--- config.mk ---
export PLATFORM = sky130hd
export DESIGN_NAME = backspace_line_edit_stack_top_flat
export DESIGN_NICKNAME = d
export VERILOG_FILES = /design/src/sv/ble_pkg.sv /design/src/sv/ble_if.sv /design/src/sv/ble_ram.sv /design/src/sv/ble_ctrl.sv /design/src/sv/ble_dp.sv /design/src/sv/backspace_line_edit_stack_top.sv /design/src/flat_wrapper.sv
export SDC_FILE = /design/constraint.sdc
export NUM_CORES = 1
export LEC_CHECK = 0
export BUFFER_PORTS_ARGS = -buffer_cell sky130_fd_sc_hd__buf_2
export CORE_ASPECT_RATIO = 0.5
export CORE_MARGIN = 1.5
export CORE_UTILIZATION = 35
export DETAILED_ROUTE_END_ITERATION = 8
export PLACE_DENSITY_LB_ADDON = 0.1
export SYNTH_ARGS = -nofsm -noshare
export SYNTH_HDL_FRONTEND = slang
export SYNTH_SLANG_ARGS = --single-unit
export TNS_END_PERCENT = 1
--- constraint.sdc ---
create_clock -name clk_i -period 2.99 [get_ports clk_i]
set_clock_uncertainty 0.2 [all_clocks]
set_input_delay 0.4485 -clock clk_i [delete_from_list [all_inputs] [get_ports clk_i]]
set_output_delay 0.4485 -clock clk_i [all_outputs]
set_load 0.02 [all_outputs]
--- src/sv/ble_pkg.sv ---
`timescale 1ns / 1ps
`default_nettype none
// ----------------------------------------------------------------------------
// ble_pkg
// Shared constants and types of the backspace line-edit stack.
// ----------------------------------------------------------------------------
package ble_pkg;

  localparam int unsigned BLE_DEPTH = 64;

  localparam logic [7:0] KeyNewline     = 8'd10;
  localparam logic [7:0] KeyNul         = 8'd0;
  localparam logic [7:0] BackspaceReset = 8'd66;

  typedef enum logic [1:0] {
    StIdle,
    StRead,
    StEmit,
    StEmpty
  } ctrl_state_e;

  typedef struct packed {
    logic push;
    logic pop;
    logic rd_en;
    logic ptr_clr;
    logic ptr_inc;
    logic load_char;
    logic load_empty;
    logic flush_done;
  } ctrl_cmd_t;

  typedef struct packed {
    logic is_flush;
    logic is_bs;
    logic cnt_zero;
    logic ptr_last;
    logic slot_free;
  } dp_status_t;

endpackage
`default_nettype wire

--- src/sv/ble_if.sv ---
`timescale 1ns / 1ps
`default_nettype none
// ----------------------------------------------------------------------------
// ble_if
// Key and result channel interfaces, valid/ready handshake.
// ----------------------------------------------------------------------------
interface ble_key_if;
  logic       valid;
  logic       ready;
  logic [7:0] key;
  logic       end_of_line;

  modport source (output valid, output key, output end_of_line, input ready);
  modport sink   (input valid, input key, input end_of_line, output ready);
endinterface

interface ble_res_if;
  logic       valid;
  logic       ready;
  logic [7:0] out_char;
  logic       last;
  logic       empty_res;
  logic       overflow;

  modport source (output valid, output out_char, output last, output empty_res,
                  output overflow, input ready);
  modport sink   (input valid, input out_char, input last, input empty_res,
                  input overflow, output ready);
endinterface
`default_nettype wire

--- src/sv/ble_ram.sv ---
`timescale 1ns / 1ps
`default_nettype none
// ----------------------------------------------------------------------------
// ble_ram
// Simple dual-port RAM, one write port, one registered read port.
// ----------------------------------------------------------------------------
module ble_ram #(
  parameter int unsigned WIDTH = 8,
  parameter int unsigned DEPTH = 64,
  localparam int unsigned AW = (DEPTH > 1) ? $clog2(DEPTH) : 1
) (
  input  wire logic             clk_i,
  input  wire logic             we_i,
  input  wire logic [AW-1:0]    waddr_i,
  input  wire logic [WIDTH-1:0] wdata_i,
  input  wire logic             re_i,
  input  wire logic [AW-1:0]    raddr_i,
  output      logic [WIDTH-1:0] rdata_o
);

  logic [WIDTH-1:0] mem_q [DEPTH];
  logic [WIDTH-1:0] rdata_q;

  always_ff @(posedge clk_i) begin
    if (we_i) begin
      mem_q[waddr_i] <= wdata_i;
    end
    if (re_i) begin
      rdata_q <= mem_q[raddr_i];
    end
  end

  assign rdata_o = rdata_q;

endmodule
`default_nettype wire

--- src/sv/ble_ctrl.sv ---
`timescale 1ns / 1ps
`default_nettype none
// ----------------------------------------------------------------------------
// ble_ctrl
// Controller: key acceptance and flush sequencing.
// ----------------------------------------------------------------------------
module ble_ctrl (
  input  wire logic                clk_i,
  input  wire logic                rst_ni,
  input  wire logic                in_valid_i,
  output      logic                in_ready_o,
  input  wire ble_pkg::dp_status_t sts_i,
  output      ble_pkg::ctrl_cmd_t  cmd_o
);
  import ble_pkg::*;

  ctrl_state_e state_q, state_d;

  always_ff @(posedge clk_i or negedge rst_ni) begin
    if (!rst_ni) begin
      state_q <= StIdle;
    end else begin
      state_q <= state_d;
    end
  end

  always_comb begin
    state_d    = state_q;
    cmd_o      = '0;
    in_ready_o = 1'b0;
    unique case (state_q)
      StIdle: begin
        in_ready_o = 1'b1;
        if (in_valid_i) begin
          priority if (sts_i.is_flush) begin
            if (sts_i.cnt_zero) begin
              state_d = StEmpty;
            end else begin
              cmd_o.ptr_clr = 1'b1;
              state_d       = StRead;
            end
          end else if (sts_i.is_bs) begin
            cmd_o.pop = 1'b1;
          end else begin
            cmd_o.push = 1'b1;
          end
        end
      end
      StRead: begin
        cmd_o.rd_en = 1'b1;
        state_d     = StEmit;
      end
      StEmit: begin
        if (sts_i.slot_free) begin
          cmd_o.load_char = 1'b1;
          if (sts_i.ptr_last) begin
            cmd_o.flush_done = 1'b1;
            state_d          = StIdle;
          end else begin
            cmd_o.ptr_inc = 1'b1;
            state_d       = StRead;
          end
        end
      end
      StEmpty: begin
        if (sts_i.slot_free) begin
          cmd_o.load_empty = 1'b1;
          cmd_o.flush_done = 1'b1;
          state_d          = StIdle;
        end
      end
      default: state_d = StIdle;
    endcase
  end

endmodule
`default_nettype wire

--- src/sv/ble_dp.sv ---
`timescale 1ns / 1ps
`default_nettype none
// ----------------------------------------------------------------------------
// ble_dp
// Datapath: key decode, stack count, overflow flag, char store, result register.
// ----------------------------------------------------------------------------
module ble_dp #(
  parameter int unsigned DEPTH = ble_pkg::BLE_DEPTH
) (
  input  wire logic               clk_i,
  input  wire logic               rst_ni,
  input  wire logic               cfg_we_i,
  input  wire logic [7:0]         cfg_wdata_i,
  input  wire logic [7:0]         key_i,
  input  wire logic               end_of_line_i,
  input  wire logic               out_ready_i,
  output      logic               out_valid_o,
  output      logic [7:0]         out_char_o,
  output      logic               last_o,
  output      logic               empty_res_o,
  output      logic               overflow_o,
  input  wire ble_pkg::ctrl_cmd_t cmd_i,
  output      ble_pkg::dp_status_t sts_o
);
  import ble_pkg::*;

  localparam int unsigned AW = (DEPTH > 1) ? $clog2(DEPTH) : 1;
  localparam int unsigned CW = $clog2(DEPTH + 1);
  localparam logic [CW-1:0] DepthC = CW'(DEPTH);

  logic [7:0]    bs_code_q;
  logic [CW-1:0] count_q, count_d;
  logic          ovf_q, ovf_d;
  logic [AW-1:0] ptr_q, ptr_d;
  logic          out_valid_q;
  logic [7:0]    out_char_q;
  logic          last_q;
  logic          empty_q;
  logic          ovf_out_q;
  logic [7:0]    rdata;
  logic          full;
  logic          ram_we;

  assign full   = (count_q >= DepthC);
  assign ram_we = cmd_i.push && !full;

  ble_ram #(
    .WIDTH (8),
    .DEPTH (DEPTH)
  ) u_store (
    .clk_i   (clk_i),
    .we_i    (ram_we),
    .waddr_i (count_q[AW-1:0]),
    .wdata_i (key_i),
    .re_i    (cmd_i.rd_en),
    .raddr_i (ptr_q),
    .rdata_o (rdata)
  );

  always_comb begin
    count_d = count_q;
    ovf_d   = ovf_q;
    ptr_d   = ptr_q;
    priority if (cmd_i.flush_done) begin
      count_d = '0;
      ovf_d   = 1'b0;
    end else if (cmd_i.pop) begin
      if (count_q != '0) begin
        count_d = count_q - CW'(1);
      end
    end else if (cmd_i.push) begin
      if (full) begin
        ovf_d = 1'b1;
      end else begin
        count_d = count_q + CW'(1);
      end
    end
    priority if (cmd_i.ptr_clr) begin
      ptr_d = '0;
    end else if (cmd_i.ptr_inc) begin
      ptr_d = ptr_q + AW'(1);
    end
  end

  always_ff @(posedge clk_i or negedge rst_ni) begin
    if (!rst_ni) begin
      bs_code_q   <= BackspaceReset;
      count_q     <= '0;
      ovf_q       <= 1'b0;
      ptr_q       <= '0;
      out_valid_q <= 1'b0;
    end else begin
      if (cfg_we_i) begin
        bs_code_q <= cfg_wdata_i;
      end
      count_q <= count_d;
      ovf_q   <= ovf_d;
      ptr_q   <= ptr_d;
      if (cmd_i.load_char || cmd_i.load_empty) begin
        out_valid_q <= 1'b1;
      end else if (out_ready_i) begin
        out_valid_q <= 1'b0;
      end
    end
  end

  always_ff @(posedge clk_i) begin
    if (cmd_i.load_char) begin
      out_char_q <= rdata;
      last_q     <= sts_o.ptr_last;
      empty_q    <= 1'b0;
      ovf_out_q  <= ovf_q;
    end else if (cmd_i.load_empty) begin
      out_char_q <= '0;
      last_q     <= 1'b1;
      empty_q    <= 1'b1;
      ovf_out_q  <= ovf_q;
    end
  end

  assign sts_o.is_flush  = end_of_line_i || (key_i == KeyNewline) || (key_i == KeyNul);
  assign sts_o.is_bs     = (key_i == bs_code_q);
  assign sts_o.cnt_zero  = (count_q == '0);
  assign sts_o.ptr_last  = (CW'(ptr_q) == (count_q - CW'(1)));
  assign sts_o.slot_free = !out_valid_q || out_ready_i;

  assign out_valid_o = out_valid_q;
  assign out_char_o  = out_char_q;
  assign last_o      = last_q;
  assign empty_res_o = empty_q;
  assign overflow_o  = ovf_out_q;

endmodule
`default_nettype wire

--- src/sv/backspace_line_edit_stack_top.sv ---
`timescale 1ns / 1ps
`default_nettype none
// ----------------------------------------------------------------------------
// backspace_line_edit_stack_top
// Stack-based line editor with backspace, flush on newline, NUL or end_of_line.
// Edit keys: one per cycle, no result; keys wait until a flush ends.
// Flush of N chars: StRead reads each char (char store read is registered),
//   StEmit loads it once the result slot frees. Empty flush: via StEmpty.
// Reset clears count, overflow flag and result valid; backspace code -> 66.
// ----------------------------------------------------------------------------
module backspace_line_edit_stack_top #(
  parameter int unsigned DEPTH = ble_pkg::BLE_DEPTH
) (
  input  wire logic   clk_i,
  input  wire logic   rst_ni,
  input  wire logic   cfg_we_i,
  input  wire logic [7:0] cfg_wdata_i,
  ble_key_if.sink     key_i,
  ble_res_if.source   res_o
);
  import ble_pkg::*;

  ctrl_cmd_t  cmd;
  dp_status_t sts;

  ble_ctrl u_ctrl (
    .clk_i      (clk_i),
    .rst_ni     (rst_ni),
    .in_valid_i (key_i.valid),
    .in_ready_o (key_i.ready),
    .sts_i      (sts),
    .cmd_o      (cmd)
  );

  ble_dp #(
    .DEPTH (DEPTH)
  ) u_dp (
    .clk_i         (clk_i),
    .rst_ni        (rst_ni),
    .cfg_we_i      (cfg_we_i),
    .cfg_wdata_i   (cfg_wdata_i),
    .key_i         (key_i.key),
    .end_of_line_i (key_i.end_of_line),
    .out_ready_i   (res_o.ready),
    .out_valid_o   (res_o.valid),
    .out_char_o    (res_o.out_char),
    .last_o        (res_o.last),
    .empty_res_o   (res_o.empty_res),
    .overflow_o    (res_o.overflow),
    .cmd_i         (cmd),
    .sts_o         (sts)
  );

endmodule
`default_nettype wire

--- src/flat_wrapper.sv ---
// flat-port wrapper written by rule: the top's interface ports become plain ports
module backspace_line_edit_stack_top_flat import ble_pkg::*;
#(
  parameter int unsigned DEPTH = ble_pkg::BLE_DEPTH
)
  (clk_i, rst_ni, cfg_we_i, cfg_wdata_i, key_i_valid, key_i_key, key_i_end_of_line, key_i_ready, res_o_valid, res_o_out_char, res_o_last, res_o_empty_res, res_o_overflow, res_o_ready);
  ble_key_if key_i_i ();
  ble_res_if res_o_i ();
  input  wire logic clk_i;
  input  wire logic rst_ni;
  input  wire logic cfg_we_i;
  input  wire logic [7:0] cfg_wdata_i;
  input wire logic [$bits(key_i_i.valid)-1:0] key_i_valid;
  input wire logic [$bits(key_i_i.key)-1:0] key_i_key;
  input wire logic [$bits(key_i_i.end_of_line)-1:0] key_i_end_of_line;
  output wire logic [$bits(key_i_i.ready)-1:0] key_i_ready;
  output wire logic [$bits(res_o_i.valid)-1:0] res_o_valid;
  output wire logic [$bits(res_o_i.out_char)-1:0] res_o_out_char;
  output wire logic [$bits(res_o_i.last)-1:0] res_o_last;
  output wire logic [$bits(res_o_i.empty_res)-1:0] res_o_empty_res;
  output wire logic [$bits(res_o_i.overflow)-1:0] res_o_overflow;
  input wire logic [$bits(res_o_i.ready)-1:0] res_o_ready;
  assign key_i_i.valid = key_i_valid;
  assign key_i_i.key = key_i_key;
  assign key_i_i.end_of_line = key_i_end_of_line;
  assign key_i_ready = key_i_i.ready;
  assign res_o_valid = res_o_i.valid;
  assign res_o_out_char = res_o_i.out_char;
  assign res_o_last = res_o_i.last;
  assign res_o_empty_res = res_o_i.empty_res;
  assign res_o_overflow = res_o_i.overflow;
  assign res_o_i.ready = res_o_ready;
  backspace_line_edit_stack_top #(.DEPTH(DEPTH)) u_core (.clk_i(clk_i), .rst_ni(rst_ni), .cfg_we_i(cfg_we_i), .cfg_wdata_i(cfg_wdata_i), .key_i(key_i_i), .res_o(res_o_i));
endmodule
Yosys cells after proc, flatten, opt, wreduce, memory -nomap -nowiden
Memory sizes are Yosys's and may differ from the RTL's. A register that Yosys moved wholly into a read port is not among the register bits.
Cells that the tools add are included.
{"block": "classes", "eq_ne": 13, "mux": 47, "n_lt_le_gt_ge": 1, "n_reduce_logical": 20, "addsub": 3}
{"operator": "7-bit 2-to-1 mux", "n": 5}
{"operator": "1-bit 2-to-1 mux", "n": 25}
{"operator": "2-bit 2-to-1 mux", "n": 11}
{"operator": "8-bit 2-to-1 mux", "n": 2}
{"operator": "6-bit 2-to-1 mux", "n": 2}
{"operator": "2-bit nonzero test", "n": 5}
{"operator": "8-bit by 4-bit == test with 1-bit output (second input constant)", "n": 1}
{"operator": "8-bit == test", "n": 1}
{"operator": "8-bit logical NOT", "n": 1}
{"operator": "2-bit case mux with 4 select lines", "n": 1}
{"operator": "7-bit by 1-bit adder with 7-bit output (second input constant)", "n": 1}
{"operator": "6-bit by 7-bit == test with 1-bit output", "n": 1}
{"operator": "7-bit greater-or-equal comparator (second input constant)", "n": 1}
{"operator": "7-bit logical NOT", "n": 1}
{"operator": "7-bit nonzero test", "n": 1}
{"operator": "7-bit by 1-bit subtractor with 7-bit output (second input constant)", "n": 1}
{"operator": "6-bit by 1-bit adder with 6-bit output (second input constant)", "n": 1}
{"operator": "2-bit by 1-bit inequality test with 1-bit output (second input constant)", "n": 3}
{"operator": "3-bit AND reduction", "n": 2}
{"operator": "2-bit == test (second input constant)", "n": 2}
{"operator": "1-bit logical OR", "n": 4}
{"operator": "2-bit inequality test (second input constant)", "n": 2}
{"operator": "4-bit AND reduction", "n": 1}
{"operator": "3-bit by 1-bit inequality test with 1-bit output (second input constant)", "n": 1}
{"operator": "other kinds (7)", "n": 8}
{"block": "totals", "reg_bits": 36, "output_inout_bits": 13, "input_bits": 22, "ramBits": 512, "word_cells": 95, "mem_count": 1}
{"name": "u_core.u_dp.u_store.mem_q", "depth": 64, "word_bits": 8, "rd": 1, "rd_ports_with_merged_regs": 1, "write_ports": 1, "line_no": "ble_ram.sv:21", "text": "logic [WIDTH-1:0] mem_q [DEPTH];"}

Logic depth before layout (Yosys ltp)
{"block": "logic_depth", "word_depth": 9, "mapped_depth": 10, "mapped_depth_nobuf": 8}

Cells and area by module
Synthesis repeated with hierarchy kept, for this count alone.
{"block": "unflattened", "hier_cells": 1122, "hier_area_um2": 22271.4}
{"mod": "ble_ram", "seq_area_each_um2": 15615.0, "n_inst": 1, "cells_each": 940, "area_each_um2": 20246.9}
{"mod": "ble_dp", "seq_area_each_um2": 898.4, "n_inst": 1, "cells_each": 163, "area_each_um2": 1835.5}
{"mod": "ble_ctrl", "seq_area_each_um2": 50.0, "n_inst": 1, "cells_each": 19, "area_each_um2": 188.9}

Least setup slack after synthesis
Ideal clock, no wire load.
{"block": "synth_path", "path_type": "reg-to-reg", "from": "reg u_core.u_ctrl.state_q[1]", "to": "mem u_core.u_dp.u_store.mem_q[55][0] (enable)", "arrival_time_ps": 2159, "required_time_ps": 2419, "setup_time_ps": 371, "slack_ps": 260, "path_buffers": 0, "stages_incl_launch_ff": 6, "synth_period_minus_slack_ps": 2730, "path_cell_list": "dfrtp_1 -> nor2_1 -> nand3_1 -> nor3_1 -> nand3_1 -> nor2_1"}
{"block": "synth_between", "elab_chain_len": 5}
{"element": "start: declaration", "line_no": "ble_ctrl.sv:17", "text": "ctrl_state_e state_q, state_d;"}
{"element": "start signal: assignment", "line_no": "ble_ctrl.sv:21", "text": "state_q <= StIdle;"}
{"element": "start signal: assignment", "line_no": "ble_ctrl.sv:23", "text": "state_q <= state_d;"}
{"element": "2-bit logical NOT", "line_no": "ble_ctrl.sv:31", "text": "unique case (state_q)"}
{"element": "2-bit 2-to-1 mux", "line_no": "ble_ctrl.sv:31"}
{"element": "1-bit logical AND", "line_no": "ble_dp.sv:45", "text": "assign ram_we = cmd_i.push && !full;"}
{"element": "1-bit 2-to-1 mux", "line_no": "ble_ram.sv:25", "text": "if (we_i) begin"}
{"element": "1-bit 2-to-1 mux (implied by the code)", "line_no": "ble_ram.sv:26", "text": "mem_q[waddr_i] <= wdata_i;"}
{"element": "end: declaration", "line_no": "ble_ram.sv:21"}
No other way between the ends.

==> results.cfg <==
[timing]
finalSetupViolCount = 0
tightest_slew_ps = 843
drv_slew = 0
fin_setup_tns_ps = 0
rsz0062_at_grt = true
min_period_ps = 2930
fin_crit_sh_pct = 97.8
max_slew_margin_pct = 43.8
fmax_mhz = 342
finalHoldViolCount = 0

[layout]
diodes = 0
stdcell_count = 2138
drive_gt1_share_pct = 33.4
fin_nets = 1296
layout_commonest_cell = edfxtp_1
final_area_um2 = 26100
most-common-layout-cells = edfxtp_1, mux4_2, buf_4
syn2layout_area_growth_pct = 18.0

[logic_synthesis]
synthCells = 1076
ys_ff_latch = 556
synthTopCellsByArea = edfxtp_1, mux4_2, dfrtp_1
synth-edff-count = 530
syn_area_um2 = 22100
synth_top_cell_area_share_pct = 71.9
synth-async-reset-ratio_pct = 4.50
syn_avg_cell_area_um2 = 20.6
ys_seq_area_share_pct = 74.8
syn-num-nets = 1102
yosys_warnings = 0
ys_dominant_reg_cell = edfxtp_1
synth_cell_types = 52
synth_top_area_cell = edfxtp_1

[worst_setup_path]
crit_fanout = 15
endpoint_kind = flip-flop
r2r_cells = 7
rrSetupSlack_ps = 60
reg2reg_from = u_core.u_dp.ptr_q[0]$_DFFE_PN0P_
cp.required_ps = 3110
worstSetupPathType = flip-flop to flip-flop
cp.arrival_ps = 3050
critPathLaunchType = flip-flop
worstReg2RegEnd = u_core.u_dp.u_store.rdata_o[7]$_DFFE_PP_

[clock_tree]
clkSinkCount = 556
clock_path_buffers = 3
cts_root_buf = clkbuf_16
post_cts_buffers = 0
cts_tree = done
clk_pin_slew_ps = 70
clk_latency_ps = 590
h-tree-depth = 2
cts_made_buffers = 53

[global_routing]
grt_pass1_vias = 11700
grt_max_degree = 65
grt_first_pass_wirelength_um = 83800
grt_use_total_pct = 18.0
grt-ovfl-total = 0
antenna_found_initial = 3

[power_and_ir_drop]
p_leak_nw = 8.48
ir_worst_vdd_uv = 404
p_per_area_nw_per_um2 = 832

[floorplanning]
die_area_um2 = 64900
die_w_um = 359
rows = 64
io_pins = 35
start_util_pct = 35.8
die_h_um = 181
core_um2 = 61800

[route]
first_iter_violations = 1053
via_per_inst = 5.20
dr.pass1.iters = 5
wl_per_cell_um = 26.7
routed_wl_um = 57200
drc = 0
vias = 11100
detail-route-antenna-nets = 0

[hold_path]
hp-start = key_i_key[4]
hold_class = primary input to flip-flop
hold_end = u_core.u_dp.u_store.mem_q[4][4]$_DFFE_PP_
hold_depth = 1

[placed_design]
dpl.cell_count = 2030
portBuffers = 34
dp_hpwl_um = 37600
placed_cell_area_um2 = 24300
place_congestion = 0.792

[flow_run]
cap_violations = 0

[outcome]
status = finished clean
-- cells in the mapped netlist, drive strengths merged (5+ instances only) --
| cell | count |
|---|---|
| nand4 | 6 |
| or3 | 5 |
| mux2i | 10 |
| mux2 | 13 |
| nor3 | 6 |
| and2 | 11 |
| a21oi | 7 |
| xor2 | 5 |
| a31oi | 7 |
| nand3 | 20 |
| xnor2 | 17 |
| a211oi | 9 |
| buf | 41 |
| nor2b | 9 |
| nand2 | 36 |
| dfrtp | 23 |
| nor2 | 84 |
| edfxtp | 530 |
| clkbuf | 20 |
| mux4 | 151 |
| inv | 8 |
| o21ai | 13 |
-- where the power goes --
part	internal (W)	total [W]	switching, W
Combinational	0.00291	0.00618	0.00327
Sequential	0.00880	0.00895	0.000153
Clock	0.00372	0.00662	0.00290
-- per-layer routing --
layer	part of all wire [%]	global-route usage, %	vias up
met2	47	28.1	259
met4	1.2	2.97	0
li1	-	-	4808
met5	0	0	-
met1	48	26.8	5979
met3	4.2	2.89	61
-- how the worst max path moves through the flow --
stage | startpoint | end | slack, ps | cells past startpoint
after floorplan | u_core.u_ctrl.state_q[1]$_DFFE_PN0P_ | u_core.u_dp.u_store.mem_q[55][0]$_DFFE_PP_ | 260 | 5
after global placement | u_core.u_dp.ptr_q[0]$_DFFE_PN0P_ | u_core.u_dp.u_store.rdata_o[7]$_DFFE_PP_ | -10 | 7
after detailed placement | u_core.u_dp.ptr_q[0]$_DFFE_PN0P_ | u_core.u_dp.u_store.rdata_o[7]$_DFFE_PP_ | -30 | 7
after CTS | u_core.u_dp.ptr_q[0]$_DFFE_PN0P_ | u_core.u_dp.u_store.rdata_o[3]$_DFFE_PP_ | 20 | 6
after global routing | u_core.u_dp.ptr_q[0]$_DFFE_PN0P_ | u_core.u_dp.u_store.rdata_o[4]$_DFFE_PP_ | -10 | 8
final | u_core.u_dp.ptr_q[0]$_DFFE_PN0P_ | u_core.u_dp.u_store.rdata_o[7]$_DFFE_PP_ | 60 | 7
-- worst max-delay path, stage by stage, from the launching register on --
cell,delay [ps]
dfrtp_4,480
buf_12,200
buf_4,200
mux4_2,560
mux4_2,490
a211oi_2,280
buf_4,180
a31oi_1,50
-- cells by family after synthesis --
group / share of synthesized area, %
flops: 74.8
simple gates: 4.02
mux: 16.5
buf+inv: 1.73
compound gates: 1.86
xor+xnor: 0.904
fa+ha+maj: 0.226
-- stage by stage --
step	hold slack (ps)	util (%)	power, W	setup WS, ps
2_1_floorplan	-47.1	-	0.0130	260
3_3_place_gp	264	39.3	0.0154	-15.0
3_5_place_dp	278	39.3	0.0154	-30.0
4_1_cts	11.7	42.2	0.0221	17.4
5_1_grt	15.3	42.3	0.0227	-11.1
6_report	42.7	42.3	0.0217	64.7
-- final cells by class --
class,count,area (um2)
well taps,825,1030
multi-input cells,451,5220
fillers,5428,35700
clock buffers,70,1430
inverters,8,30.0
clock inverters,28,249
flip-flops and latches,556,16600
repair buffers,200,1590
-- registers in the layout, summed over array words and instances, names as in the netlist --
| name | flops |
|---|---|
| u_core.u_dp.last_o | 1 |
| u_core.u_dp.bs_code_q | 8 |
| u_core.u_dp.count_q | 7 |
| u_core.u_dp.u_store.rdata_o | 8 |
| u_core.u_dp.ovf_q | 1 |
| u_core.u_dp.u_store.mem_q | 512 |
| u_core.u_dp.empty_res_o | 1 |
| u_core.u_dp.out_char_o | 8 |
| u_core.u_dp.overflow_o | 1 |
| u_core.u_dp.ptr_q | 6 |
| u_core.u_ctrl.state_q | 2 |
| u_core.u_dp.out_valid_o | 1 |
-- repair_timing --
action                                 in CTS  in global routing
setup endpoints to repair                   2                  4
hold buffers                               10                  0
endpoints found under the hold margin      32                  0
resized for setup                           2                  2
(Power assumes the default switching activity.)
